--- config.mk ---
export PLATFORM = sky130hd
export DESIGN_NAME = icaf_axis
export DESIGN_NICKNAME = d
export VERILOG_FILES = /design/src/rtl/icaf_pkg.sv /design/src/rtl/icaf_axis.sv
export SDC_FILE = /design/constraint.sdc
export NUM_CORES = 2
export LEC_CHECK = 0
export BUFFER_PORTS_ARGS = -buffer_cell sky130_fd_sc_hd__buf_2
export CAP_MARGIN = 20
export CORE_MARGIN = 2
export CORE_UTILIZATION = 55
export CTS_BUF_LIST = sky130_fd_sc_hd__clkbuf_2 sky130_fd_sc_hd__clkbuf_4 sky130_fd_sc_hd__clkbuf_8
export DETAILED_ROUTE_END_ITERATION = 8
export PLACE_DENSITY = 0.82
export SYNTH_ARGS = -nofsm -noshare
export SYNTH_HDL_FRONTEND = slang
export SYNTH_SLANG_ARGS = --single-unit
--- constraint.sdc ---
create_clock -name clk -period 10.3 [get_ports clk]
set_input_delay 0 -clock clk [delete_from_list [all_inputs] [get_ports clk]]
set_output_delay 0 -clock clk [all_outputs]
set_load 0.005 [all_outputs]
--- src/rtl/icaf_pkg.sv ---
`timescale 1ns / 1ps
`default_nettype none
package icaf_pkg;

	localparam int CALIB_SAMPLES   = 1024;
	localparam int TEMP_FRAC_BITS  = 16;
	localparam int ANGLE_FRAC_BITS = 16;

	localparam int CORDIC_STEPS = 20;
	localparam int CORDIC_FRAC  = 24;
	localparam int ROT_SHIFT    = CORDIC_FRAC - ANGLE_FRAC_BITS;
	localparam int GYRO_SHIFT   = 32 - ANGLE_FRAC_BITS;
	localparam longint ROT_RND  = (ROT_SHIFT == 0) ? 0 : (longint'(1) << (ROT_SHIFT - 1));
	localparam longint GYRO_RND = longint'(1) << (GYRO_SHIFT - 1);
	localparam longint HALF_TURN = longint'(180) << CORDIC_FRAC;

	// calibration offsets: sum over a power-of-two count, shifted down
	localparam int CAL_SHIFT = $clog2(CALIB_SAMPLES);

	localparam int RATE_SHIFT = 17;
	localparam int RATE_DIVISOR = 131;
	localparam int TEMP_DIVISOR = 340;
	localparam int TEMP_BIAS    = 12412;
	localparam int ONE_G        = 65536;
	localparam int WEIGHT_ONE   = 65536;

	// rate scale 2^17/131 = whole part plus remainder/131, the latter by reciprocal
	localparam int RATE_INT   = (1 << RATE_SHIFT) / RATE_DIVISOR;
	localparam int RATE_REM   = (1 << RATE_SHIFT) % RATE_DIVISOR;
	localparam int RATE_REM_W = 23;
	localparam int RATE_K     = RATE_REM_W + $clog2(RATE_DIVISOR);
	localparam longint RATE_RECIP =
		((longint'(1) << RATE_K) + RATE_DIVISOR - 1) / RATE_DIVISOR;
	localparam int RATE_RCP_W = RATE_K - $clog2(RATE_DIVISOR) + 1;
	localparam int RATE_PRD_W = RATE_REM_W + RATE_RCP_W;

	// temperature scale: 340 = 4 * 85, drop the 4 then reciprocal of 85
	localparam int TDIV_NUM_W     = 32;
	localparam int TEMP_PRE_SHIFT = 2;
	localparam int TDIV_PRE_W     = TDIV_NUM_W - TEMP_PRE_SHIFT;
	localparam int TEMP_ODD       = TEMP_DIVISOR >> TEMP_PRE_SHIFT;
	localparam int TEMP_K         = TDIV_PRE_W + $clog2(TEMP_ODD);
	localparam longint TEMP_RECIP = ((longint'(1) << TEMP_K) + TEMP_ODD - 1) / TEMP_ODD;
	localparam int TDIV_RCP_W     = TEMP_K - $clog2(TEMP_ODD) + 1;
	localparam int TDIV_PRD_W     = TDIV_PRE_W + TDIV_RCP_W;
	localparam int TDIV_QUO_W     = 24;

	localparam int SQRT_W     = 40;
	localparam int SQRT_STEPS = 20;
	localparam int STEP_W     = $clog2(CORDIC_STEPS);
	localparam int CW         = 24;
	localparam int ZW         = 36;

	localparam logic [29:0] ATAN_TAB [0:CORDIC_STEPS-1] = '{
		30'd754974720, 30'd445687602, 30'd235489088, 30'd119537938, 30'd60000934,
		30'd30029717, 30'd15018523, 30'd7509720, 30'd3754917, 30'd1877466,
		30'd938734, 30'd469367, 30'd234684, 30'd117342, 30'd58671,
		30'd29335, 30'd14668, 30'd7334, 30'd3667, 30'd1833
	};

	typedef logic signed [15:0] raw_t;
	typedef raw_t [2:0] raw3_t;
	typedef logic signed [19:0] accg_t;
	typedef logic signed [26:0] rate_t;
	typedef logic signed [24:0] temp_t;
	typedef logic signed [31:0] ang_t;
	typedef logic signed [32:0] ang_wide_t;

	typedef enum logic [1:0] {CFG_MAP_X, CFG_MAP_Y, CFG_MAP_Z, CFG_WEIGHT} cfg_idx_t;
	typedef enum logic [0:0] {OP_CAL, OP_UPDATE} op_t;

	typedef enum logic [2:0] {
		TP_IDLE, TP_SQ, TP_SQRT, TP_ROT_INIT, TP_ROT, TP_ROUND
	} tilt_st_t;

	typedef enum logic [2:0] {
		ST_IDLE, ST_CAL, ST_WORK, ST_SMOOTH, ST_DIFF, ST_MUL, ST_BLEND, ST_OUT
	} top_st_t;

endpackage
`default_nettype wire

--- src/rtl/icaf_axis.sv ---
`timescale 1ns / 1ps
`default_nettype none
// one drone axis: remap, offset removal, scaling, gyro integration
module icaf_axis (
	input  wire logic                      clk,
	input  wire logic                      arst_n,
	input  wire logic                      start,
	input  wire logic signed [2:0]         axis_map,
	input  wire icaf_pkg::raw3_t           acc_raw,
	input  wire icaf_pkg::raw3_t           rate_raw,
	input  wire icaf_pkg::raw3_t           acc_off,
	input  wire icaf_pkg::raw3_t           rate_off,
	input  wire logic [15:0]               time_step,
	input  wire icaf_pkg::ang_t            ang_old,
	output icaf_pkg::accg_t                acc_g,
	output icaf_pkg::rate_t                rate_dps,
	output icaf_pkg::ang_wide_t            ang_new,
	output logic                           done
);
	import icaf_pkg::*;

	logic               en;
	logic               neg;
	logic [2:0]         mag;
	logic [1:0]         idx;
	logic signed [16:0] da;
	logic signed [16:0] dr;
	logic signed [17:0] sa;
	logic signed [17:0] sr;
	logic [16:0]        rmag;

	logic                  go_s1;
	logic                  rneg_s1;
	logic [16:0]           rmag_s1;
	accg_t                 acc_s1;
	logic                  v_s2;
	logic [26:0]           base_s2;
	logic [RATE_REM_W-1:0] rem_s2;
	logic [RATE_PRD_W-1:0] frac_prod;
	logic                  v_s3;
	logic [26:0]           base_s3;
	logic [26:0]           frac_s3;
	logic [26:0]           rsum;
	logic                  v_s4;
	rate_t                 rate_s4;
	logic                  v_s5;
	logic signed [43:0]    prod_s5;
	logic signed [43:0]    prod_rnd;
	ang_wide_t             ang_q;
	logic                  done_q;

	always_comb begin
		en   = (axis_map != 3'sd0) && (axis_map != -3'sd4);
		neg  = axis_map[2];
		mag  = neg ? 3'(-axis_map) : 3'(axis_map);
		idx  = mag[1:0] - 2'd1;
		da   = $signed({acc_raw[idx][15], acc_raw[idx]}) - $signed({acc_off[idx][15], acc_off[idx]});
		dr   = $signed({rate_raw[idx][15], rate_raw[idx]}) -
			$signed({rate_off[idx][15], rate_off[idx]});
		sa   = en ? (neg ? -18'(da) : 18'(da)) : '0;
		sr   = en ? (neg ? -18'(dr) : 18'(dr)) : '0;
		rmag = sr[17] ? 17'(-sr) : 17'(sr);
		// remainder part of the rate scale, floor division by reciprocal
		frac_prod = RATE_PRD_W'(rem_s2) * RATE_PRD_W'(RATE_RECIP);
		rsum      = base_s3 + frac_s3;
		prod_rnd  = prod_s5 + 44'(GYRO_RND);
	end

	always_ff @(posedge clk or negedge arst_n) begin
		if (!arst_n) begin
			go_s1  <= 1'b0;
			v_s2   <= 1'b0;
			v_s3   <= 1'b0;
			v_s4   <= 1'b0;
			v_s5   <= 1'b0;
			done_q <= 1'b0;
		end else begin
			go_s1  <= start;
			v_s2   <= go_s1;
			v_s3   <= v_s2;
			v_s4   <= v_s3;
			v_s5   <= v_s4;
			done_q <= v_s5;
		end
	end

	always_ff @(posedge clk) begin
		if (start) begin
			acc_s1  <= {sa, 2'b00};
			rneg_s1 <= sr[17];
			rmag_s1 <= rmag;
		end
		if (go_s1) begin
			base_s2 <= 27'(rmag_s1) * 27'(RATE_INT);
			rem_s2  <= RATE_REM_W'(rmag_s1) * RATE_REM_W'(RATE_REM);
		end
		if (v_s2) begin
			base_s3 <= base_s2;
			frac_s3 <= 27'(frac_prod >> RATE_K);
		end
		if (v_s3)
			rate_s4 <= rneg_s1 ? -27'(rsum) : 27'(rsum);
		if (v_s4)
			prod_s5 <= rate_s4 * $signed({1'b0, time_step});
		if (v_s5)
			ang_q <= 33'(ang_old) + 33'(prod_rnd >>> GYRO_SHIFT);
	end

	assign acc_g    = acc_s1;
	assign rate_dps = rate_s4;
	assign ang_new  = ang_q;
	assign done     = done_q;
endmodule
`default_nettype wire

==> out/results.ini <==
[sta]
period_minus_slack_ns = 7.19
fin_skew_ns = 0.0827
drv_slew = 0
setup_viol = 0
setup_tns_ns = 0
tightest_slew_ns = 0.969
timing.slew.headroom = 0.337
period_share = 0.698
hold_viol = 0
rsz0062_at_grt = false
hold_slack_ns = 0.0549
max_freq_mhz = 139

[placed_design]
gp_congestion = 0.942
dp_hpwl_mm = 77.9
io_buffer_count = 324
dp_cells = 5282
placed_area_sq_um = 42400

[outcome]
status = completed

[critical_path]
worst_r2r_path_depth = 22
cp-start-kind = register
reg2reg_setup_slack_ns = 3.11
required_ns = 10.65
end_kind = register
timing.rr.end = prod_s5[36]
crit_fanout = 17
reg2reg_from = rate_dps[7]
worstSetupPathType = register to register
crit_arrival_ns = 7.53

[floorplan]
start_util = 0.557
coreArea_sq_um = 71600
die_h_um = 273
die-area_sq_um = 74700
die_w_um = 273
rows = 98
io-pin-count = 327

[global_routing]
grt-ovfl-total = 0
antenna_found_initial = 3
grt_pass1_wl_mm = 157
grt_pass1_vias = 31700
grt_max_degree = 65
grt_usage = 0.262

[detailed_routing]
wire_per_inst_um = 17.5
drtAntennaViolNets = 0
viasPerCell = 5.46
drt-initial-drc-count = 2175
routed_wl_mm = 94.7
vias = 29500
drc = 0
dr.pass1.iters = 6

[final_layout]
layout_commonest_cell = inv_1
final_area_sq_um = 43700
final_cell_mix = 847 x inv_1, 634 x fa_1, 504 x ha_1, 367 x nand2_1, 323 x buf_2
syn_to_final_growth_pct = 9.57
final_nets = 5806
final_cells = 5403
drive_above_1_share = 0.0978

[synth]
synth_area_sq_um = 39900
synth-edff-count = 207
synth-seq-cells = 213
ys_warn_count = 0
async_reset_ff_frac = 0.0282
synth_area_per_cell_sq_um = 9.70
synth.distinct_cells = 90
synth_ff_type = edfxtp_1
yosysSeqAreaShare = 0.160
synthesis.instances = 4114

[min_path]
whs_endpoint = acc_g[2]
hold_depth = 5
hp-start = acc_off[32]
hold_path_class = input port to register

[clock_network]
clock_path_buffers = 3
clkTransAtPathRegs_ns = 0.06
numCtsBuffers = 41
postCtsSetupBuffers = 0
holdBufCountCts = 45
clock_latency_ns = 0.65
cts_tree = done
clock_sinks = 213
cts_max_level = 2
root_buffer = clkbuf_8
ctsResizeCount = 0

[flow_run]
drv_cap = 0

## stage by stage
stage / util / worst slack (ns)
3_5_place_dp: 0.591 / 3.17
5_1_grt: 0.611 / 2.72
4_1_cts: 0.610 / 3.15
6_report: 0.611 / 3.11
3_3_place_gp: 0.591 / 3.34
2_1_floorplan: - / 3.76
## logic make-up after synthesis
| kind of cell | Yosys count | share of synthesized area |
|---|---|---|
| flops | 213 | 0.160 |
| simple gates | 977 | 0.118 |
| fa+ha+maj | 1138 | 0.476 |
| other cells | 1 | 0.0000940 |
| mux | 82 | 0.0206 |
| compound gates | 491 | 0.0799 |
| buf+inv | 965 | 0.0915 |
| xor+xnor | 247 | 0.0542 |
## cell usage after synthesis, drive strengths merged (20+ instances only)
cell type  instances  share of area
a21o              57          0.011
nor2b             31         0.0049
mux2i             80          0.020
a21oi            154          0.019
o31ai             27         0.0054
inv              848          0.080
nand2b            23         0.0038
nor2             180          0.017
edfxtp           207           0.16
xnor2            173          0.038
xor2              74          0.016
and3              23         0.0036
ha               504           0.16
clkbuf           107          0.010
o21ai            102          0.013
o21a              20         0.0038
nor3              40         0.0050
fa               634           0.32
nand3             49         0.0063
nand2            367          0.035
and2             187          0.029
o21bai            20         0.0038
## how the worst max path moves through the flow
stage,from,cells after the start,to
after floorplan,rate_dps[7],23,prod_s5[36]
after global placement,rate_dps[9],21,prod_s5[36]
after detailed placement,rem_s2[21],25,frac_s3[13]
after CTS,rem_s2[21],25,frac_s3[13]
after global routing,rem_s2[21],25,frac_s3[13]
final,rate_dps[7],22,prod_s5[36]
## critical path, stage by stage, from the launching register on
cell	delay (ns)
edfxtp_1	0.71
nand2_1	0.16
fa_1	0.56
inv_1	0.05
fa_1	0.50
inv_1	0.05
fa_1	0.54
inv_1	0.06
fa_1	0.47
fa_1	0.49
inv_1	0.05
fa_1	0.47
inv_1	0.04
ha_1	0.32
and3_1	0.24
a221o_1	0.37
o311a_1	0.44
nand2_1	0.10
a31oi_1	0.22
o41ai_1	0.56
o21bai_1	0.18
a211oi_1	0.25
nor2_1	0.06
## per-layer routing
layer  global-route usage  routed length (um)
met1                0.334               38400
met2                0.454               46400
met3               0.0452                7120
met4               0.0804                2670
met5                    0                  13
## final cells by class
type | instances | area [sq um]
Tap cell | 950 | 1190
Timing Repair Buffer | 381 | 2180
Multi-Input combinational cell | 2937 | 29900
Sequential cell | 213 | 6370
Clock buffer | 54 | 687
Clock inverter | 17 | 203
Inverter | 848 | 3190
Antenna cell | 3 | 7.51
Fill cell | 5831 | 27900
## flip-flops by register name (all words and copies together) (netlist names)
register	cells
rate_dps	27
v_s3	1
acc_g	18
prod_s5	29
done	1
go_s1	1
v_s2	1
v_s4	1
base_s3	24
ang_new	33
rmag_s1	17
frac_s3	16
rneg_s1	1
rem_s2	20
v_s5	1
base_s2	22
Power is not shown: default switching activity piles up to over one toggle a cycle in this logic, so the estimate is an artifact.
