## src/rtl/icaf_pkg.sv

```systemverilog
`timescale 1ns / 1ps
`default_nettype none
package icaf_pkg;

	localparam int CALIB_SAMPLES   = 1024;
	localparam int TEMP_FRAC_BITS  = 16;
	localparam int ANGLE_FRAC_BITS = 16;

	localparam int CORDIC_STEPS = 20;
	localparam int CORDIC_FRAC  = 24;
	localparam int ROT_SHIFT    = CORDIC_FRAC - ANGLE_FRAC_BITS;
	localparam int GYRO_SHIFT   = 32 - ANGLE_FRAC_BITS;
	localparam longint ROT_RND  = (ROT_SHIFT == 0) ? 0 : (longint'(1) << (ROT_SHIFT - 1));
	localparam longint GYRO_RND = longint'(1) << (GYRO_SHIFT - 1);
	localparam longint HALF_TURN = longint'(180) << CORDIC_FRAC;

	// calibration offsets: sum over a power-of-two count, shifted down
	localparam int CAL_SHIFT = $clog2(CALIB_SAMPLES);

	localparam int RATE_SHIFT = 17;
	localparam int RATE_DIVISOR = 131;
	localparam int TEMP_DIVISOR = 340;
	localparam int TEMP_BIAS    = 12412;
	localparam int ONE_G        = 65536;
	localparam int WEIGHT_ONE   = 65536;

	// rate scale 2^17/131 = whole part plus remainder/131, the latter by reciprocal
	localparam int RATE_INT   = (1 << RATE_SHIFT) / RATE_DIVISOR;
	localparam int RATE_REM   = (1 << RATE_SHIFT) % RATE_DIVISOR;
	localparam int RATE_REM_W = 23;
	localparam int RATE_K     = RATE_REM_W + $clog2(RATE_DIVISOR);
	localparam longint RATE_RECIP =
		((longint'(1) << RATE_K) + RATE_DIVISOR - 1) / RATE_DIVISOR;
	localparam int RATE_RCP_W = RATE_K - $clog2(RATE_DIVISOR) + 1;
	localparam int RATE_PRD_W = RATE_REM_W + RATE_RCP_W;

	// temperature scale: 340 = 4 * 85, drop the 4 then reciprocal of 85
	localparam int TDIV_NUM_W     = 32;
	localparam int TEMP_PRE_SHIFT = 2;
	localparam int TDIV_PRE_W     = TDIV_NUM_W - TEMP_PRE_SHIFT;
	localparam int TEMP_ODD       = TEMP_DIVISOR >> TEMP_PRE_SHIFT;
	localparam int TEMP_K         = TDIV_PRE_W + $clog2(TEMP_ODD);
	localparam longint TEMP_RECIP = ((longint'(1) << TEMP_K) + TEMP_ODD - 1) / TEMP_ODD;
	localparam int TDIV_RCP_W     = TEMP_K - $clog2(TEMP_ODD) + 1;
	localparam int TDIV_PRD_W     = TDIV_PRE_W + TDIV_RCP_W;
	localparam int TDIV_QUO_W     = 24;

	localparam int SQRT_W     = 40;
	localparam int SQRT_STEPS = 20;
	localparam int STEP_W     = $clog2(CORDIC_STEPS);
	localparam int CW         = 24;
	localparam int ZW         = 36;

	localparam logic [29:0] ATAN_TAB [0:CORDIC_STEPS-1] = '{
		30'd754974720, 30'd445687602, 30'd235489088, 30'd119537938, 30'd60000934,
		30'd30029717, 30'd15018523, 30'd7509720, 30'd3754917, 30'd1877466,
		30'd938734, 30'd469367, 30'd234684, 30'd117342, 30'd58671,
		30'd29335, 30'd14668, 30'd7334, 30'd3667, 30'd1833
	};

	typedef logic signed [15:0] raw_t;
	typedef raw_t [2:0] raw3_t;
	typedef logic signed [19:0] accg_t;
	typedef logic signed [26:0] rate_t;
	typedef logic signed [24:0] temp_t;
	typedef logic signed [31:0] ang_t;
	typedef logic signed [32:0] ang_wide_t;

	typedef enum logic [1:0] {CFG_MAP_X, CFG_MAP_Y, CFG_MAP_Z, CFG_WEIGHT} cfg_idx_t;
	typedef enum logic [0:0] {OP_CAL, OP_UPDATE} op_t;

	typedef enum logic [2:0] {
		TP_IDLE, TP_SQ, TP_SQRT, TP_ROT_INIT, TP_ROT, TP_ROUND
	} tilt_st_t;

	typedef enum logic [2:0] {
		ST_IDLE, ST_CAL, ST_WORK, ST_SMOOTH, ST_DIFF, ST_MUL, ST_BLEND, ST_OUT
	} top_st_t;

endpackage
`default_nettype wire

```

## src/rtl/icaf_tilt.sv

```systemverilog
`timescale 1ns / 1ps
`default_nettype none
// tilt from gravity: bitwise square root, then CORDIC vectoring atan2
module icaf_tilt (
	input  wire logic            clk,
	input  wire logic            arst_n,
	input  wire logic            start,
	input  wire icaf_pkg::accg_t num_y,
	input  wire icaf_pkg::accg_t side_u,
	input  wire icaf_pkg::accg_t vert_z,
	input  wire logic            flip_en,
	output icaf_pkg::ang_t       angle,
	output logic                 done
);
	import icaf_pkg::*;

	tilt_st_t st_q, st_nx;

	logic signed [SQRT_W-1:0] squ_s1;
	logic signed [SQRT_W-1:0] sqz_s1;
	accg_t                    y_q;
	logic                     flip_q;
	logic [SQRT_W-1:0]        v_q;
	logic [SQRT_W-1:0]        res_q;
	logic [SQRT_W-1:0]        bit_q;
	logic [STEP_W-1:0]        cnt_q;
	logic signed [CW-1:0]     x_q;
	logic signed [CW-1:0]     yr_q;
	logic signed [ZW-1:0]     z_q;
	logic                     zero_q;
	ang_t                     ang_q;
	logic                     done_q;

	logic [SQRT_W-1:0]        trial;
	logic signed [CW-1:0]     xs;
	logic signed [CW-1:0]     ys;
	logic signed [CW-1:0]     dx;
	logic signed [CW-1:0]     dy;
	logic signed [ZW-1:0]     z_rnd;

	always_comb begin
		st_nx = st_q;
		case (st_q)
			TP_IDLE:     if (start) st_nx = TP_SQ;
			TP_SQ:       st_nx = TP_SQRT;
			TP_SQRT:     if (cnt_q == STEP_W'(SQRT_STEPS - 1)) st_nx = TP_ROT_INIT;
			TP_ROT_INIT: st_nx = TP_ROT;
			TP_ROT:      if (cnt_q == STEP_W'(CORDIC_STEPS - 1)) st_nx = TP_ROUND;
			TP_ROUND:    st_nx = TP_IDLE;
			default:     st_nx = TP_IDLE;
		endcase
	end

	always_comb begin
		trial = res_q + bit_q;
		xs    = flip_q ? -CW'(res_q[CW-2:0]) : CW'(res_q[CW-2:0]);
		ys    = CW'(y_q);
		dx    = yr_q >>> cnt_q;
		dy    = x_q >>> cnt_q;
		z_rnd = z_q + ZW'(ROT_RND);
	end

	always_ff @(posedge clk or negedge arst_n) begin
		if (!arst_n) begin
			st_q   <= TP_IDLE;
			cnt_q  <= '0;
			done_q <= 1'b0;
		end else begin
			st_q   <= st_nx;
			done_q <= (st_q == TP_ROUND);
			if (st_q == TP_SQ || st_q == TP_ROT_INIT)
				cnt_q <= '0;
			else if (st_q == TP_SQRT || st_q == TP_ROT)
				cnt_q <= cnt_q + 1'b1;
		end
	end

	always_ff @(posedge clk) begin
		case (st_q)
			TP_IDLE: begin
				if (start) begin
					squ_s1 <= side_u * side_u;
					sqz_s1 <= vert_z * vert_z;
					y_q    <= num_y;
					flip_q <= flip_en && vert_z[19];
				end
			end
			TP_SQ: begin
				v_q   <= SQRT_W'(squ_s1) + SQRT_W'(sqz_s1);
				res_q <= '0;
				bit_q <= SQRT_W'(1) << (SQRT_W - 2);
			end
			TP_SQRT: begin
				if (v_q >= trial) begin
					v_q   <= v_q - trial;
					res_q <= (res_q >> 1) + bit_q;
				end else begin
					res_q <= res_q >> 1;
				end
				bit_q <= bit_q >> 2;
			end
			TP_ROT_INIT: begin
				zero_q <= (xs == '0) && (ys == '0);
				if (xs < 0) begin
					z_q  <= (ys >= 0) ? ZW'(HALF_TURN) : -ZW'(HALF_TURN);
					x_q  <= -xs;
					yr_q <= -ys;
				end else begin
					z_q  <= '0;
					x_q  <= xs;
					yr_q <= ys;
				end
			end
			TP_ROT: begin
				if (yr_q > 0) begin
					x_q  <= x_q + dx;
					yr_q <= yr_q - dy;
					z_q  <= z_q + ZW'(ATAN_TAB[cnt_q]);
				end else begin
					x_q  <= x_q - dx;
					yr_q <= yr_q + dy;
					z_q  <= z_q - ZW'(ATAN_TAB[cnt_q]);
				end
			end
			TP_ROUND: begin
				ang_q <= zero_q ? '0 : 32'(z_rnd >>> ROT_SHIFT);
			end
			default: begin
			end
		endcase
	end

	assign angle = ang_q;
	assign done  = done_q;
endmodule
`default_nettype wire

```

## config.mk

```make
export PLATFORM = sky130hd
export DESIGN_NAME = icaf_tilt
export DESIGN_NICKNAME = d
export VERILOG_FILES = /design/src/rtl/icaf_pkg.sv /design/src/rtl/icaf_tilt.sv
export SDC_FILE = /design/constraint.sdc
export NUM_CORES = 2
export LEC_CHECK = 0
export ABC_AREA = 1
export BUFFER_PORTS_ARGS = -buffer_cell sky130_fd_sc_hd__buf_4
export CORE_UTILIZATION = 34
export CTS_BUF_LIST = sky130_fd_sc_hd__clkbuf_4 sky130_fd_sc_hd__clkbuf_8
export DETAILED_ROUTE_END_ITERATION = 12
export PLACE_DENSITY = 0.58
export SYNTH_ARGS = -nofsm -noshare
export SYNTH_HDL_FRONTEND = slang
export SYNTH_SLANG_ARGS = --single-unit
```

## constraint.sdc

```tcl
create_clock -name clk -period 6.8 [get_ports clk]
set_input_delay 1.02 -clock clk [delete_from_list [all_inputs] [get_ports clk]]
set_output_delay 1.02 -clock clk [all_outputs]
set_load 0.005 [all_outputs]
```

==> flow_summary.yaml <==
status:
  status: "finished, final reports clean"
sta:
  max-slew-margin-rel_pct: 31.0
  tightest_slew_ns: 1.03
  skew_ns: 0.0394
  setup-violations-final: 0
  fin_crit_sh_pct: 96.5
  drv_slew: 0
  holdWs_ns: 0.152
  final_hold_viol_count: 0
  max_clock_freq_ghz: 0.152
  fin_crit_ns: 6.56
  worst_slack_ns: 0.239
global_routing:
  busiest_layer: "met2"
  grtUsageTotal_pct: 19.6
  antenna_found_initial: 3
  globalRoute.totalOverflow: 0
  met2_usage_pct: 34.4
  grt_pass1_wl_mm: 273
  grt_pass1_vias: 52144
  grt_max_degree: 72
  met1_usage_pct: 26.0
  met3_usage_pct: 1.55
clock_tree:
  postCtsHoldBufs: 0
  cts_made_buffers: 67
  root_buffer: "clkbuf_8"
  cts_tree: "built"
  clk_pin_slew_worst_paths_ns: 0.06
  numClockSinks: 321
  clock_latency_ns: 0.72
  clockBufferDepth: 3
  htreeDepth: 3
final_layout:
  final_util_pct: 39.3
  final_cells: 10363
  fill_cells: 17510
  final_common_cell: "inv_1"
  drive_above_1_share_pct: 10.9
  area_delta_synth_final_pct: 14.8
  most-common-layout-cells: "inv_1, nand2_1, fa_1"
  nets: 9351
die:
  die_y_um: 415
  ios: 97
  core-area_um2: 169000
  die_area_um2: 172000
  num_rows: 151
  die_w_um: 415
  start_util_pct: 34.2
route:
  routed_via_density: 4.87
  wl_mm: 167
  vias: 50429
  dr.pass1.iters: 6
  drtAntennaViolNets: 0
  wl_per_cell_um: 16.1
  drc: 0
  drt_iter0_drc: 3217
setup_path:
  cp_top_family: "adder cells"
  worst-path-buf-inv: 7
  crit_path_end_kind: "flop"
  crit_type: "input pin to flop"
  r2r_slack_ns: 1.06
  critPathSlowestCell: "fa_2"
  crit_chain: "buf_4, nand2_1, fa_2, inv_1, fa_1, inv_1, fa_1, inv_1, fa_1, fa_1, fa_1, inv_1, fa_1, inv_1, ha_1, nand2_1, nor2_1, inv_1, nor3_4, nand4_1, o2111ai_2, a31oi_1, xor2_1"
  cp-start-kind: "input pin"
  cp_slowest_stage_delay_ns: 0.61
  worstPathMaxFanout: 16
  arrival_ns: 7.01
  crit_required_ns: 7.25
placement:
  place_congestion: 0.944
  io_buffers: 96
  dp.cells: 10238
  place_hpwl_mm: 141
  dp_slack_ns: -0.652
synth:
  ys_warn_count: 0
  synth-main-ff-cell: "edfxtp_1"
  avgSynthCellArea_um2: 7.64
  synth_cells: 7569
  netlist_area_um2: 57900
  synth_cell_types: 69
  synth-edff-count: 312
  yosys_register_bits: 321
  yosysSeqAreaShare_pct: 16.6
  async_flop_share_pct: 2.80
job:
  max_cap_violations: 0
worst_hold_path:
  hold_path_class: "input pin to asynchronous set/reset pin"
[cells in the mapped netlist, types with 5 or more instances]
| cell | count | area [um^2] |
|---|---|---|
| nand4_1 | 53 | 332 |
| o21ai_0 | 414 | 2070 |
| fa_1 | 772 | 15500 |
| nand3_1 | 306 | 1530 |
| o211ai_1 | 25 | 188 |
| o221ai_1 | 13 | 114 |
| edfxtp_1 | 312 | 9370 |
| o21ai_1 | 53 | 265 |
| nor2_2 | 18 | 113 |
| and3_1 | 6 | 37.5 |
| mux2i_1 | 5 | 50.1 |
| nand3b_1 | 12 | 90.1 |
| a21boi_0 | 7 | 52.6 |
| nor3_1 | 91 | 455 |
| nor2_1 | 552 | 2070 |
| clkbuf_1 | 127 | 477 |
| a31o_2 | 11 | 96.3 |
| a211oi_1 | 5 | 37.5 |
| a21o_1 | 24 | 180 |
| o31ai_1 | 11 | 82.6 |
| a221oi_1 | 7 | 61.3 |
| clkinv_1 | 6 | 22.5 |
| o22ai_1 | 10 | 62.6 |
| o21a_1 | 30 | 225 |
| buf_4 | 8 | 60.1 |
| nor3_2 | 6 | 60.1 |
| o21bai_1 | 24 | 180 |
| nand2_1 | 1541 | 5780 |
| a31oi_1 | 51 | 319 |
| buf_6 | 8 | 90.1 |
| ha_1 | 426 | 5330 |
| o2111ai_1 | 7 | 61.3 |
| xnor2_1 | 113 | 990 |
| xor2_1 | 178 | 1560 |
| or2_2 | 14 | 87.6 |
| buf_1 | 11 | 41.3 |
| buf_2 | 39 | 195 |
| o21ai_2 | 5 | 43.8 |
| inv_1 | 1667 | 6260 |
| dfrtp_1 | 9 | 225 |
| inv_2 | 28 | 105 |
| a21oi_1 | 495 | 2480 |
| nor4_1 | 23 | 144 |
[worst paths after layout]
kind	from	end	cells past startpoint
max	vert_z[6]	sqz_s1[39]	23
min	arst_n	st_q[1]	1
max reg2reg	res_q[2]	res_q[18]	20
min reg2reg	bit_q[30]	bit_q[28]	2
max in group asynchronous	arst_n	cnt_q[0]	1
min in group clk	num_y[12]	y_q[12]	1
[registers in the layout (all words and copies together) (netlist names)]
| name | count |
|---|---|
| res_q | 40 |
| v_q | 40 |
| squ_s1 | 39 |
| sqz_s1 | 39 |
| z_q | 36 |
| angle | 28 |
| x_q | 24 |
| yr_q | 24 |
| bit_q | 20 |
| y_q | 20 |
| cnt_q | 5 |
| st_q | 3 |
| done | 1 |
| flip_q | 1 |
| zero_q | 1 |
[per-stage QoR]
step                      instance area, um^2  setup TNS (ns)
after global routing                    66400        -0.00713
after CTS                               66400               0
after floorplan                         58100          -0.138
final                                   66400               0
after global placement                  65000          -10.21
after detailed placement                65000          -11.28
[cells by family (layout without fill, tap and decap cells)]
kind of cell             count (synthesis)  in the layout  synth area share [%]
AND/OR/NAND/NOR                       2646           2646                  18.8
buffers and inverters                 1894           2465                  12.5
AO/OA/AOI/OAI                         1210           1210                  11.6
adder cells (fa/ha/maj)               1198           1198                  35.9
flip-flops                             321            321                  16.6
XOR/XNOR                               291            291                  4.40
multiplexers                             8              8                 0.145
other                                    1              6               0.00648
[cell type report]
| class | instances | area, um^2 | share of cell area [%] |
|---|---|---|---|
| clock buffer | 86 | 1090 | 1.64 |
| inverter | 1701 | 6390 | 9.62 |
| tap | 2218 | 2780 | 4.18 |
| antenna | 4 | 10.0 | 0.0151 |
| sequential | 321 | 9600 | 14.4 |
| clock inverter | 35 | 290 | 0.437 |
| timing repair buffer | 643 | 5060 | 7.62 |
| multi-input combinational | 5355 | 41200 | 62.0 |
[layer usage]
| metal | vias up | part of all wire, % | wire, um |
|---|---|---|---|
| met1 | 24241 | 45 | 75200 |
| met4 | 2 | 2.2 | 3620 |
| met5 | - | 0.0078 | 13 |
| li1 | 24822 | - | - |
| met3 | 213 | 4.1 | 6820 |
| met2 | 1151 | 49 | 81600 |
[what timing repair did]
| action | 4_1_cts | 5_1_grt |
|---|---|---|
| setup endpoints to repair | 0 | 3 |
| gates resized for setup | 0 | 7 |
| hold endpoints to repair | 0 | 0 |
| buffers inserted | 0 | 0 |
Power is left out: the tool's default activity adds up to more than one toggle a clock period on the data nets, which glitch-free logic cannot reach.
