===== src/rtl/icaf_pkg.sv =====
`timescale 1ns / 1ps
`default_nettype none
package icaf_pkg;

	localparam int CALIB_SAMPLES   = 1024;
	localparam int TEMP_FRAC_BITS  = 16;
	localparam int ANGLE_FRAC_BITS = 16;

	localparam int CORDIC_STEPS = 20;
	localparam int CORDIC_FRAC  = 24;
	localparam int ROT_SHIFT    = CORDIC_FRAC - ANGLE_FRAC_BITS;
	localparam int GYRO_SHIFT   = 32 - ANGLE_FRAC_BITS;
	localparam longint ROT_RND  = (ROT_SHIFT == 0) ? 0 : (longint'(1) << (ROT_SHIFT - 1));
	localparam longint GYRO_RND = longint'(1) << (GYRO_SHIFT - 1);
	localparam longint HALF_TURN = longint'(180) << CORDIC_FRAC;

	// calibration offsets: sum over a power-of-two count, shifted down
	localparam int CAL_SHIFT = $clog2(CALIB_SAMPLES);

	localparam int RATE_SHIFT = 17;
	localparam int RATE_DIVISOR = 131;
	localparam int TEMP_DIVISOR = 340;
	localparam int TEMP_BIAS    = 12412;
	localparam int ONE_G        = 65536;
	localparam int WEIGHT_ONE   = 65536;

	// rate scale 2^17/131 = whole part plus remainder/131, the latter by reciprocal
	localparam int RATE_INT   = (1 << RATE_SHIFT) / RATE_DIVISOR;
	localparam int RATE_REM   = (1 << RATE_SHIFT) % RATE_DIVISOR;
	localparam int RATE_REM_W = 23;
	localparam int RATE_K     = RATE_REM_W + $clog2(RATE_DIVISOR);
	localparam longint RATE_RECIP =
		((longint'(1) << RATE_K) + RATE_DIVISOR - 1) / RATE_DIVISOR;
	localparam int RATE_RCP_W = RATE_K - $clog2(RATE_DIVISOR) + 1;
	localparam int RATE_PRD_W = RATE_REM_W + RATE_RCP_W;

	// temperature scale: 340 = 4 * 85, drop the 4 then reciprocal of 85
	localparam int TDIV_NUM_W     = 32;
	localparam int TEMP_PRE_SHIFT = 2;
	localparam int TDIV_PRE_W     = TDIV_NUM_W - TEMP_PRE_SHIFT;
	localparam int TEMP_ODD       = TEMP_DIVISOR >> TEMP_PRE_SHIFT;
	localparam int TEMP_K         = TDIV_PRE_W + $clog2(TEMP_ODD);
	localparam longint TEMP_RECIP = ((longint'(1) << TEMP_K) + TEMP_ODD - 1) / TEMP_ODD;
	localparam int TDIV_RCP_W     = TEMP_K - $clog2(TEMP_ODD) + 1;
	localparam int TDIV_PRD_W     = TDIV_PRE_W + TDIV_RCP_W;
	localparam int TDIV_QUO_W     = 24;

	localparam int SQRT_W     = 40;
	localparam int SQRT_STEPS = 20;
	localparam int STEP_W     = $clog2(CORDIC_STEPS);
	localparam int CW         = 24;
	localparam int ZW         = 36;

	localparam logic [29:0] ATAN_TAB [0:CORDIC_STEPS-1] = '{
		30'd754974720, 30'd445687602, 30'd235489088, 30'd119537938, 30'd60000934,
		30'd30029717, 30'd15018523, 30'd7509720, 30'd3754917, 30'd1877466,
		30'd938734, 30'd469367, 30'd234684, 30'd117342, 30'd58671,
		30'd29335, 30'd14668, 30'd7334, 30'd3667, 30'd1833
	};

	typedef logic signed [15:0] raw_t;
	typedef raw_t [2:0] raw3_t;
	typedef logic signed [19:0] accg_t;
	typedef logic signed [26:0] rate_t;
	typedef logic signed [24:0] temp_t;
	typedef logic signed [31:0] ang_t;
	typedef logic signed [32:0] ang_wide_t;

	typedef enum logic [1:0] {CFG_MAP_X, CFG_MAP_Y, CFG_MAP_Z, CFG_WEIGHT} cfg_idx_t;
	typedef enum logic [0:0] {OP_CAL, OP_UPDATE} op_t;

	typedef enum logic [2:0] {
		TP_IDLE, TP_SQ, TP_SQRT, TP_ROT_INIT, TP_ROT, TP_ROUND
	} tilt_st_t;

	typedef enum logic [2:0] {
		ST_IDLE, ST_CAL, ST_WORK, ST_SMOOTH, ST_DIFF, ST_MUL, ST_BLEND, ST_OUT
	} top_st_t;

endpackage
`default_nettype wire


===== src/rtl/icaf_sdiv.sv =====
`timescale 1ns / 1ps
`default_nettype none
// divide by the temperature scale: shift out the power of two, then multiply by
// the rounded-up reciprocal of the odd part; exact over the whole numerator range
module icaf_sdiv (
	input  wire logic                            clk,
	input  wire logic                            arst_n,
	input  wire logic                            start,
	input  wire logic [icaf_pkg::TDIV_NUM_W-1:0] numer,
	output logic                                 done,
	output logic [icaf_pkg::TDIV_QUO_W-1:0]      quot
);
	import icaf_pkg::*;

	logic                  v_s1;
	logic                  v_s2;
	logic [TDIV_PRE_W-1:0] n_s1;
	logic [TDIV_PRD_W-1:0] prod;
	logic [TDIV_QUO_W-1:0] q_s2;

	always_comb begin
		prod = TDIV_PRD_W'(n_s1) * TDIV_PRD_W'(TEMP_RECIP);
	end

	always_ff @(posedge clk or negedge arst_n) begin
		if (!arst_n) begin
			v_s1 <= 1'b0;
			v_s2 <= 1'b0;
		end else begin
			v_s1 <= start;
			v_s2 <= v_s1;
		end
	end

	always_ff @(posedge clk) begin
		if (start)
			n_s1 <= TDIV_PRE_W'(numer >> TEMP_PRE_SHIFT);
		if (v_s1)
			q_s2 <= TDIV_QUO_W'(prod >> TEMP_K);
	end

	assign done = v_s2;
	assign quot = q_s2;
endmodule
`default_nettype wire


===== config.mk =====
export PLATFORM = sky130hd
export DESIGN_NAME = icaf_sdiv
export DESIGN_NICKNAME = d
export VERILOG_FILES = /design/src/rtl/icaf_pkg.sv /design/src/rtl/icaf_sdiv.sv
export SDC_FILE = /design/constraint.sdc
export NUM_CORES = 1
export LEC_CHECK = 0
export BUFFER_PORTS_ARGS = -buffer_cell sky130_fd_sc_hd__buf_2
export CAP_MARGIN = 20
export CORE_MARGIN = 4
export CORE_UTILIZATION = 35
export DETAILED_ROUTE_END_ITERATION = 6
export SLEW_MARGIN = 0
export SYNTH_ARGS = -nofsm -noshare
export SYNTH_HDL_FRONTEND = slang
export SYNTH_SLANG_ARGS = --single-unit

===== constraint.sdc =====
create_clock -name clk -period 8.42 [get_ports clk]
set_clock_uncertainty 0.2 [all_clocks]
set_input_delay 1.684 -clock clk [delete_from_list [all_inputs] [get_ports clk]]
set_output_delay 1.684 -clock clk [all_outputs]
set_load 0.01 [all_outputs]

==> flow_metrics.py, run 1 <==
metrics = {
    "timing": {
        "max_slew_margin_pct": 52.8,
        "rsz0062_at_grt": "false",
        "min_period_ns": 7.16,
        "hold_viol": 0,
        "tns_ns": 0,
        "setup_slack_ns": 1.26,
        "finalMaxSlewViolations": 0,
        "worstMarginPinSlew_ns": 0.708,
        "max_freq_mhz": 140,
        "fin_crit_sh_pct": 85.1,
        "setup_viol_count_final": 0,
    },
    "floorplanning": {
        "die_area_um2": 31800,
        "initial_utilization_pct": 35.5,
        "rows": 62,
        "die_w_um": 178,
        "die_y_um": 178,
        "ioPinCount": 60,
        "core-area_um2": 28600,
    },
    "critical_path": {
        "worst-path-buf-inv": 4,
        "reg2reg_slack_ns": 1.26,
        "crit_arrival_ns": 7.03,
        "crit_path_max_fanout": 5,
        "end_kind": "flop",
        "critical_path.most_common_cell": "fa_1",
        "cp_slowest_cell": "fa_1",
        "start_kind": "flop",
        "crit_path_cell_trace": "inv_1 > ha_1 > inv_1 > ha_1 > inv_1 > fa_1 > inv_1 > fa_1 > fa_1 > fa_1 > fa_1 > fa_1 > ha_1 > and4_1 > and2_1 > a221o_1 > a31oi_1 > a31oi_1 > a31oi_1 > o21ai_1 > nor2_1 > xnor2_1",
        "path_class": "reg2reg",
        "reg2reg_from": "n_s1[22]",
        "reg2regPathDepth": 22,
        "slowest_delay_ns": 0.57,
        "cpLargestDelayFamily": "adder cells",
        "r2r-end": "quot[22]",
        "required_ns": 8.29,
    },
    "final_layout": {
        "area.growth.synth_to_final_pct": 9.01,
        "layout_common_cells": "ha_1, inv_1, fa_1",
        "fin_util_pct": 38.7,
        "final_cells": 1400,
        "drive_gt1_share_pct": 7.09,
        "num-nets-final": 1446,
        "final_common_cell": "ha_1",
        "nFillCells": 2820,
        "n_antenna_cell": 0,
    },
    "logic_synthesis": {
        "synthArstFlopShare_pct": 3.57,
        "synth_area_leaders": "ha_1, fa_1, edfxtp_1",
        "synth_top_flop_cell": "edfxtp_1",
        "yosysUniqueCellTypes": 52,
        "synth-warning-count": 0,
        "syn_area_um2": 10200,
        "syn-num-nets": 1386,
        "avgSynthCellArea_um2": 10.6,
        "synth.top_cell.area_share_pct": 32.7,
        "synth_largest_area_cell": "ha_1",
        "synth_seq_cells": 56,
        "synth.yosys.seq_area_share_pct": 16.5,
        "synth_cells": 955,
        "synth_edf_count": 54,
    },
    "place": {
        "place.gp.congestion": 0.920,
        "pre_cts_ws_ns": 1.34,
        "dpl.cell_count": 1391,
        "portBuffers": 57,
        "hpwlAfterDp_mm": 20.8,
    },
    "cts": {
        "cts-htree-levels": 2,
        "cts_made_buffers": 5,
        "clkTransAtPathRegs_ns": 0.08,
        "cts_setup_buffers": 0,
        "cts_hold_buf": 0,
        "clk_latency_ns": 0.31,
        "clockRootBuffer": "clkbuf_16",
        "cts_tree": "yes",
        "cts-resized-gates": 0,
        "cts.path.max_buffers": 2,
        "clock-sinks": 56,
    },
    "global_route": {
        "grt_pass1_vias": 7110,
        "grt_pass1_wl_mm": 37.6,
        "grt_use_total_pct": 15.3,
        "grt_max_degree": 32,
        "antenna_found_initial": 0,
        "gr-total-overflow": 0,
    },
    "detailed_routing": {
        "vias": 6750,
        "finalWirelength_mm": 23.0,
        "viasPerCell": 4.82,
        "remaining_drc_errors": 0,
        "drtIter0Drc": 337,
        "wl_per_cell_um": 16.5,
        "ant_nets": 0,
        "drt-pass1-iter-count": 4,
    },
    "status": {
        "status": "finished clean",
    },
    "worst_hold_path": {
        "hp-start": "v_s1",
        "hold_depth": 0,
        "hold_class": "reg2reg",
        "hold_path_end": "done",
    },
    "run": {
        "max_cap_viol_count": 0,
    },
}
==> cell usage after synthesis (all sizes together) (8+ instances only) <==
master,instances
nand2,29
o21ai,20
a21oi,39
nor2,31
a31oi,8
ha,265
a21o,16
inv,233
edfxtp,54
fa,131
o21a,9
xnor2,19
nor3,12
==> worst max-delay path by stage <==
stage                     to  slack, ns     start  depth (start not counted)
finish              quot[22]       1.26  n_s1[22]                         22
global route        quot[22]       1.03  n_s1[22]                         22
detailed placement  quot[22]       1.34  n_s1[22]                         22
global placement    quot[22]       1.40  n_s1[22]                         24
floorplan           quot[13]       2.16  n_s1[22]                         24
CTS                 quot[22]       1.31  n_s1[22]                         24
==> state kept, by name (all words and copies together) (netlist names) <==
register	flops
n_s1	30
v_s1	1
done	1
quot	24
==> kinds of logic (layout without fill, tap and decap cells) <==
kind of cell / count (synthesis) / in the layout / synth area share (%)
xor+xnor: 25 / 25 / 2.16
simple gates: 109 / 109 / 5.20
fa+ha+maj: 396 / 396 / 58.5
flops: 56 / 56 / 16.5
buf+inv: 238 / 299 / 8.80
compound gates: 131 / 131 / 8.90
==> per-layer routing <==
layer  vias to the layer above  GRT usage (%)  wire length [um]
li1                       3318              -                 -
met1                      3275           21.1             10600
met2                       135           25.2             11000
met3                        22           2.54               992
met4                         0           3.58               414
met5                         -              0                 0
==> cell type report <==
| type | instances | area [um2] | area share, % |
|---|---|---|---|
| Tap cell | 384 | 480 | 4.34 |
| Multi-Input combinational cell | 661 | 7590 | 68.6 |
| Clock inverter | 2 | 11.3 | 0.102 |
| Clock buffer | 6 | 129 | 1.16 |
| Sequential cell | 56 | 1670 | 15.1 |
| Timing Repair Buffer | 58 | 313 | 2.83 |
| Inverter | 233 | 875 | 7.90 |
==> metrics by stage <==
stage / instance area [um2] / hold slack, ns
2_1_floorplan: 10200 / 0.610
3_3_place_gp: 10900 / 0.819
3_5_place_dp: 10900 / 0.827
4_1_cts: 11000 / 0.847
5_1_grt: 11100 / 0.367
6_report: 11100 / 0.353
Power of run 1 is not shown: default switching activity piles up to over one toggle a cycle in this logic, so the estimate is an artifact.
==> inputs of run 2 (changes only) <==
--- a/config.mk
+++ b/config.mk
@@ -7,9 +7,10 @@
 export LEC_CHECK = 0
 export BUFFER_PORTS_ARGS = -buffer_cell sky130_fd_sc_hd__buf_2
 export CAP_MARGIN = 20
-export CORE_MARGIN = 4
+export CORE_MARGIN = 2
 export CORE_UTILIZATION = 35
 export DETAILED_ROUTE_END_ITERATION = 6
+export REMOVE_ABC_BUFFERS = 1
 export SLEW_MARGIN = 0
 export SYNTH_ARGS = -nofsm -noshare
 export SYNTH_HDL_FRONTEND = slang
==> flow_metrics.py, run 2 (synthesis gave the netlist of run 1 again) <==
metrics = {
    "detailed_routing": {
        "viasPerCell": 4.74,
        "vias": 6625,
        "wl_per_cell_um": 16.1,
        "drtIter0Drc": 351,
        "finalWirelength_mm": 22.5,
        "drt-pass1-iter-count": 4,
        "ant_nets": 0,
        "remaining_drc_errors": 0,
    },
    "cts": {
        "clockRootBuffer": "clkbuf_16",
        "cts-resized-gates": 0,
        "clk_latency_ns": 0.31,
        "clock-sinks": 56,
        "cts_setup_buffers": 0,
        "clkTransAtPathRegs_ns": 0.07,
        "cts_made_buffers": 5,
        "cts_hold_buf": 0,
        "cts-htree-levels": 2,
        "cts_tree": "yes",
        "cts.path.max_buffers": 2,
    },
    "final_layout": {
        "final_common_cell": "ha_1",
        "area.growth.synth_to_final_pct": 8.88,
        "drive_gt1_share_pct": 7.01,
        "n_antenna_cell": 0,
        "num-nets-final": 1445,
        "largest_register_ffs": 30,
        "layout_common_cells": "ha_1, inv_1, fa_1",
        "top_register": "n_s1",
    },
    "global_route": {
        "grt_max_degree": 32,
        "grt_use_total_pct": 15.5,
        "antenna_found_initial": 0,
        "gr-total-overflow": 0,
        "grt_pass1_wl_mm": 36.5,
        "grt_pass1_vias": 6959,
    },
    "place": {
        "place.gp.congestion": 0.915,
        "portBuffers": 57,
        "hpwlAfterDp_mm": 20.5,
    },
    "timing": {
        "setup_viol_count_final": 0,
        "finalMaxSlewViolations": 0,
        "hold_viol": 0,
        "max_slew_margin_pct": 30.7,
        "min_period_ns": 7.04,
        "max_freq_mhz": 142,
        "tns_ns": 0,
        "worstMarginPinSlew_ns": 1.04,
        "rsz0062_at_grt": "false",
        "fin_crit_sh_pct": 83.6,
    },
    "floorplanning": {
        "ioPinCount": 60,
        "die_area_um2": 30400,
        "initial_utilization_pct": 35.5,
        "core-area_um2": 28600,
        "die_y_um": 174,
        "rows": 62,
        "die_w_um": 174,
    },
    "run": {
        "max_cap_viol_count": 0,
    },
    "critical_path": {
        "reg2reg_slack_ns": 1.38,
        "start_kind": "flop",
        "crit_path_max_fanout": 5,
        "cp_slowest_cell": "fa_1",
        "cpLargestDelayFamily": "adder cells",
        "crit_arrival_ns": 6.91,
        "critical_path.most_common_cell": "fa_1",
        "end_kind": "flop",
        "slowest_delay_ns": 0.55,
        "crit_path_cell_trace": "inv_1 > ha_1 > inv_1 > ha_1 > inv_1 > fa_1 > inv_1 > fa_1 > fa_1 > fa_1 > fa_1 > fa_1 > ha_1 > and4_1 > and2_1 > a221o_1 > a31oi_1 > a31oi_1 > a31oi_1 > o21ai_1 > nor2_1 > xnor2_1",
        "required_ns": 8.29,
        "path_class": "reg2reg",
        "worst-path-buf-inv": 4,
    },
    "status": {
        "status": "finished clean",
    },
    "worst_hold_path": {
        "hold_class": "reg2reg",
    },
}
==> run 2: cell count changes in the layout (fill, tap and decap cells not counted), sizes merged <==
cell | before | now
bufinv | 0 | 1
buf | 58 | 57
clkinvlp | 1 | 0
clkinv | 1 | 0
clkbuf | 6 | 5
==> run 2: final timing paths <==
check	to	startpoint	depth (start not counted)
max	quot[22]	n_s1[22]	22
min	done	v_s1	0
max reg2reg	quot[22]	n_s1[22]	22
min reg2reg	done	v_s1	0
max in group asynchronous	done	arst_n	1
min in group asynchronous	done	arst_n	1
==> run 2: worst reg2reg max path: stages (launching register included) <==
cell      delay [ns]
edfxtp_1        0.42
inv_1           0.06
ha_1            0.28
inv_1           0.06
ha_1            0.15
inv_1           0.09
fa_1            0.55
inv_1           0.07
fa_1            0.49
fa_1            0.52
fa_1            0.46
fa_1            0.46
fa_1            0.49
ha_1            0.37
and4_1          0.23
and2_1          0.16
a221o_1         0.35
a31oi_1         0.30
a31oi_1         0.27
a31oi_1         0.40
o21ai_1         0.20
nor2_1          0.15
xnor2_1         0.08
==> run 2: layout make-up <==
cell class	count	area, um2
Clock buffer	5	125
Tap cell	384	480
Timing Repair Buffer	57	285
Clock inverter	1	30.0
Sequential cell	56	1670
Inverter	233	875
Fill cell	2844	17600
Multi-Input combinational cell	661	7590
==> run 2: routing by layer <==
| metal | up-vias | part of all wire (%) | GRT usage [%] |
|---|---|---|---|
| met5 | - | 0 | 0 |
| met4 | 0 | 1.8 | 4.27 |
| met3 | 19 | 3.1 | 1.84 |
| met2 | 106 | 47 | 25.5 |
| met1 | 3195 | 48 | 21.5 |
| li1 | 3305 | - | - |
==> run 2: metrics by stage <==
stage / utilization (%) / area, um2 / hold WS, ns / std cells / worst slack [ns]
after global routing: 38.6 / 11100 / 0.886 / 1397 / 1.04
after CTS: 38.6 / 11100 / 0.844 / 1397 / 1.37
after detailed placement: 38.1 / 10900 / 0.825 / 1391 / 1.39
final: 38.6 / 11100 / 0.805 / 1397 / 1.38
after global placement: 38.1 / 10900 / 0.818 / 1391 / 1.40
after floorplan: - / 10100 / 0.610 / 950 / 2.16
Power of run 2 is left out for the same reason.
==> inputs of run 3 (changes only) <==
--- a/config.mk
+++ b/config.mk
@@ -5,6 +5,7 @@
 export SDC_FILE = /design/constraint.sdc
 export NUM_CORES = 1
 export LEC_CHECK = 0
+export ABC_AREA = 1
 export BUFFER_PORTS_ARGS = -buffer_cell sky130_fd_sc_hd__buf_2
 export CAP_MARGIN = 20
 export CORE_MARGIN = 2
==> constraint.sdc (replaced) <==
create_clock -name clk -period 6.1 [get_ports clk]
set_clock_uncertainty 0.2 [all_clocks]
set_input_delay 1.22 -clock clk [delete_from_list [all_inputs] [get_ports clk]]
set_output_delay 1.22 -clock clk [all_outputs]
set_load 0.01 [all_outputs]
==> flow_metrics.py, run 3 <==
metrics = {
    "status": {
        "status": "finished clean",
    },
    "cts": {
        "cts_tree": "yes",
        "cts_hold_buf": 0,
        "clkTransAtPathRegs_ns": 0.08,
        "cts.path.max_buffers": 2,
        "clockRootBuffer": "clkbuf_16",
        "clock-sinks": 56,
        "cts_made_buffers": 5,
        "clk_latency_ns": 0.34,
        "cts-htree-levels": 2,
    },
    "logic_synthesis": {
        "synthArstFlopShare_pct": 3.57,
        "synth_cells": 1431,
        "synth-simple-area-share_pct": 18.2,
        "synth.top_cell.area_share_pct": 28.2,
        "synthXorXnorAreaFrac_pct": 0.372,
        "synth-warning-count": 0,
        "synth_common_cells": "inv_1, nand2_1, ha_1, fa_1, nor2_1",
        "synth_seq_cells": 56,
        "avgSynthCellArea_um2": 8.23,
        "yosysUniqueCellTypes": 31,
        "synth.yosys.seq_area_share_pct": 14.2,
        "syn_area_um2": 11800,
        "yosysMostFrequentCell": "inv_1",
        "synth_top_family_by_area": "adder cells",
        "synth_area_leaders": "ha_1, fa_1, edfxtp_1",
        "synth_edf_count": 54,
        "synth_fa_ha_area_share_pct": 50.4,
        "synth_compound_area_share_pct": 4.91,
        "synth_top_flop_cell": "edfxtp_1",
        "synth_largest_area_cell": "ha_1",
        "muxShareOfSynthArea_pct": 0,
    },
    "critical_path": {
        "start_kind": "flop",
        "worst-path-buf-inv": 5,
        "cp_num_cells": 22,
        "cp_slowest_cell": "fa_1",
        "path_class": "reg2reg",
        "cpLargestDelayFamily": "adder cells",
        "required_ns": 5.99,
        "critical_path.most_common_cell": "nand2_1",
        "slowest_delay_ns": 0.60,
        "crit_path_cell_trace": "inv_1 > ha_1 > inv_1 > ha_2 > inv_1 > fa_2 > inv_2 > fa_1 > fa_2 > fa_1 > fa_1 > fa_2 > ha_4 > nand2_1 > nor2_2 > nand2_1 > inv_2 > nand2_1 > a31oi_2 > nor2_1 > nand2_1 > nand2_1",
        "crit_arrival_ns": 5.74,
        "crit_path_max_fanout": 4,
        "reg2regPathDepth": 22,
        "end_kind": "flop",
    },
    "place": {
        "portBuffers": 57,
        "hpwlAfterDp_mm": 29.2,
        "place.gp.congestion": 0.957,
    },
    "timing": {
        "finalMaxSlewViolations": 0,
        "max_slew_margin_pct": 50.3,
        "max_freq_mhz": 171,
        "min_period_ns": 5.85,
        "worstMarginPinSlew_ns": 0.746,
        "setup_viol_count_final": 0,
        "fin_crit_sh_pct": 95.9,
        "hold_viol": 0,
        "rsz0062_at_grt": "true",
    },
    "final_layout": {
        "final_common_cell": "inv_1",
        "largest_register_ffs": 30,
        "num-nets-final": 1956,
        "n_antenna_cell": 0,
        "area.growth.synth_to_final_pct": 12.6,
        "top_register": "n_s1",
        "drive_gt1_share_pct": 12.6,
        "fin_util_pct": 39.8,
        "layout_common_cells": "inv_1, nand2_1, ha_1",
    },
    "global_route": {
        "grt_pass1_wl_mm": 52.9,
        "gr-total-overflow": 0,
        "grt_use_total_pct": 19.8,
        "grt_max_degree": 32,
        "grt_pass1_vias": 9809,
        "antenna_found_initial": 0,
    },
    "detailed_routing": {
        "drt-pass1-iter-count": 5,
        "viasPerCell": 4.59,
        "wl_per_cell_um": 16.5,
        "vias": 9062,
        "drtIter0Drc": 545,
        "remaining_drc_errors": 0,
        "ant_nets": 0,
        "finalWirelength_mm": 32.6,
    },
    "floorplanning": {
        "rows": 67,
        "die_y_um": 187,
        "die_w_um": 187,
        "ioPinCount": 60,
        "die_area_um2": 35100,
        "core-area_um2": 33400,
        "initial_utilization_pct": 35.3,
    },
    "worst_hold_path": {
        "hold_class": "in2async",
    },
    "run": {
        "max_cap_viol_count": 0,
    },
}
[run 3: layer usage]
layer	up-vias	track usage (%)	part of all wire, %
li1	4638	-	-
met3	26	2.57	3.8
met4	0	5.75	2.5
met2	162	33.1	47
met5	-	0	0
met1	4236	26.9	47
[run 3: kinds of logic (layout without fill, tap and decap cells)]
family | after synthesis | in the layout
buffers and inverters | 372 | 467
AOI/OAI and AO/OA | 105 | 105
DFF | 56 | 56
adders and majority gates | 396 | 396
xor gates and xnor gates | 5 | 5
and+or+nand+nor | 497 | 497
[run 3: what timing repair did]
item                                    in CTS  in global routing
setup buffers                                0                  6
resized for setup                            0                 65
endpoints found under the setup margin       0                 24
[run 3: path summary, 6_finish.rpt]
kind / from / to / slack (ns)
worst max-delay path: n_s1[22] / quot[0] / 0.25
worst max register to register: n_s1[22] / quot[0] / 0.25
worst min-delay path: arst_n / done / 0.45
max in group asynchronous: arst_n / v_s1 / 5.16
worst min register to register: v_s1 / quot[3] / 0.46
min in group clk: v_s1 / quot[3] / 0.46
[run 3: stage by stage]
stage	TNS [ns]	area [um2]	instances	worst slack (ns)	hold WS (ns)
after floorplan	0	11800	1431	0.656	0.610
final	0	13300	1974	0.250	0.450
after global routing	-0.0785	13300	1974	-0.0268	0.438
after CTS	0	13000	1967	0.0987	0.429
after global placement	0	12800	1959	0.151	0.805
after detailed placement	0	12800	1959	0.165	0.808
[run 3: cell type report]
cell class | count | area (um2)
fill | 3529 | 20100
multi-input combinational | 1003 | 8940
sequential | 56 | 1670
inverter | 372 | 1400
tap | 448 | 561
timing repair buffer | 87 | 531
clock buffer | 6 | 129
clock inverter | 2 | 38.8
Power of run 3 is left out for the same reason.
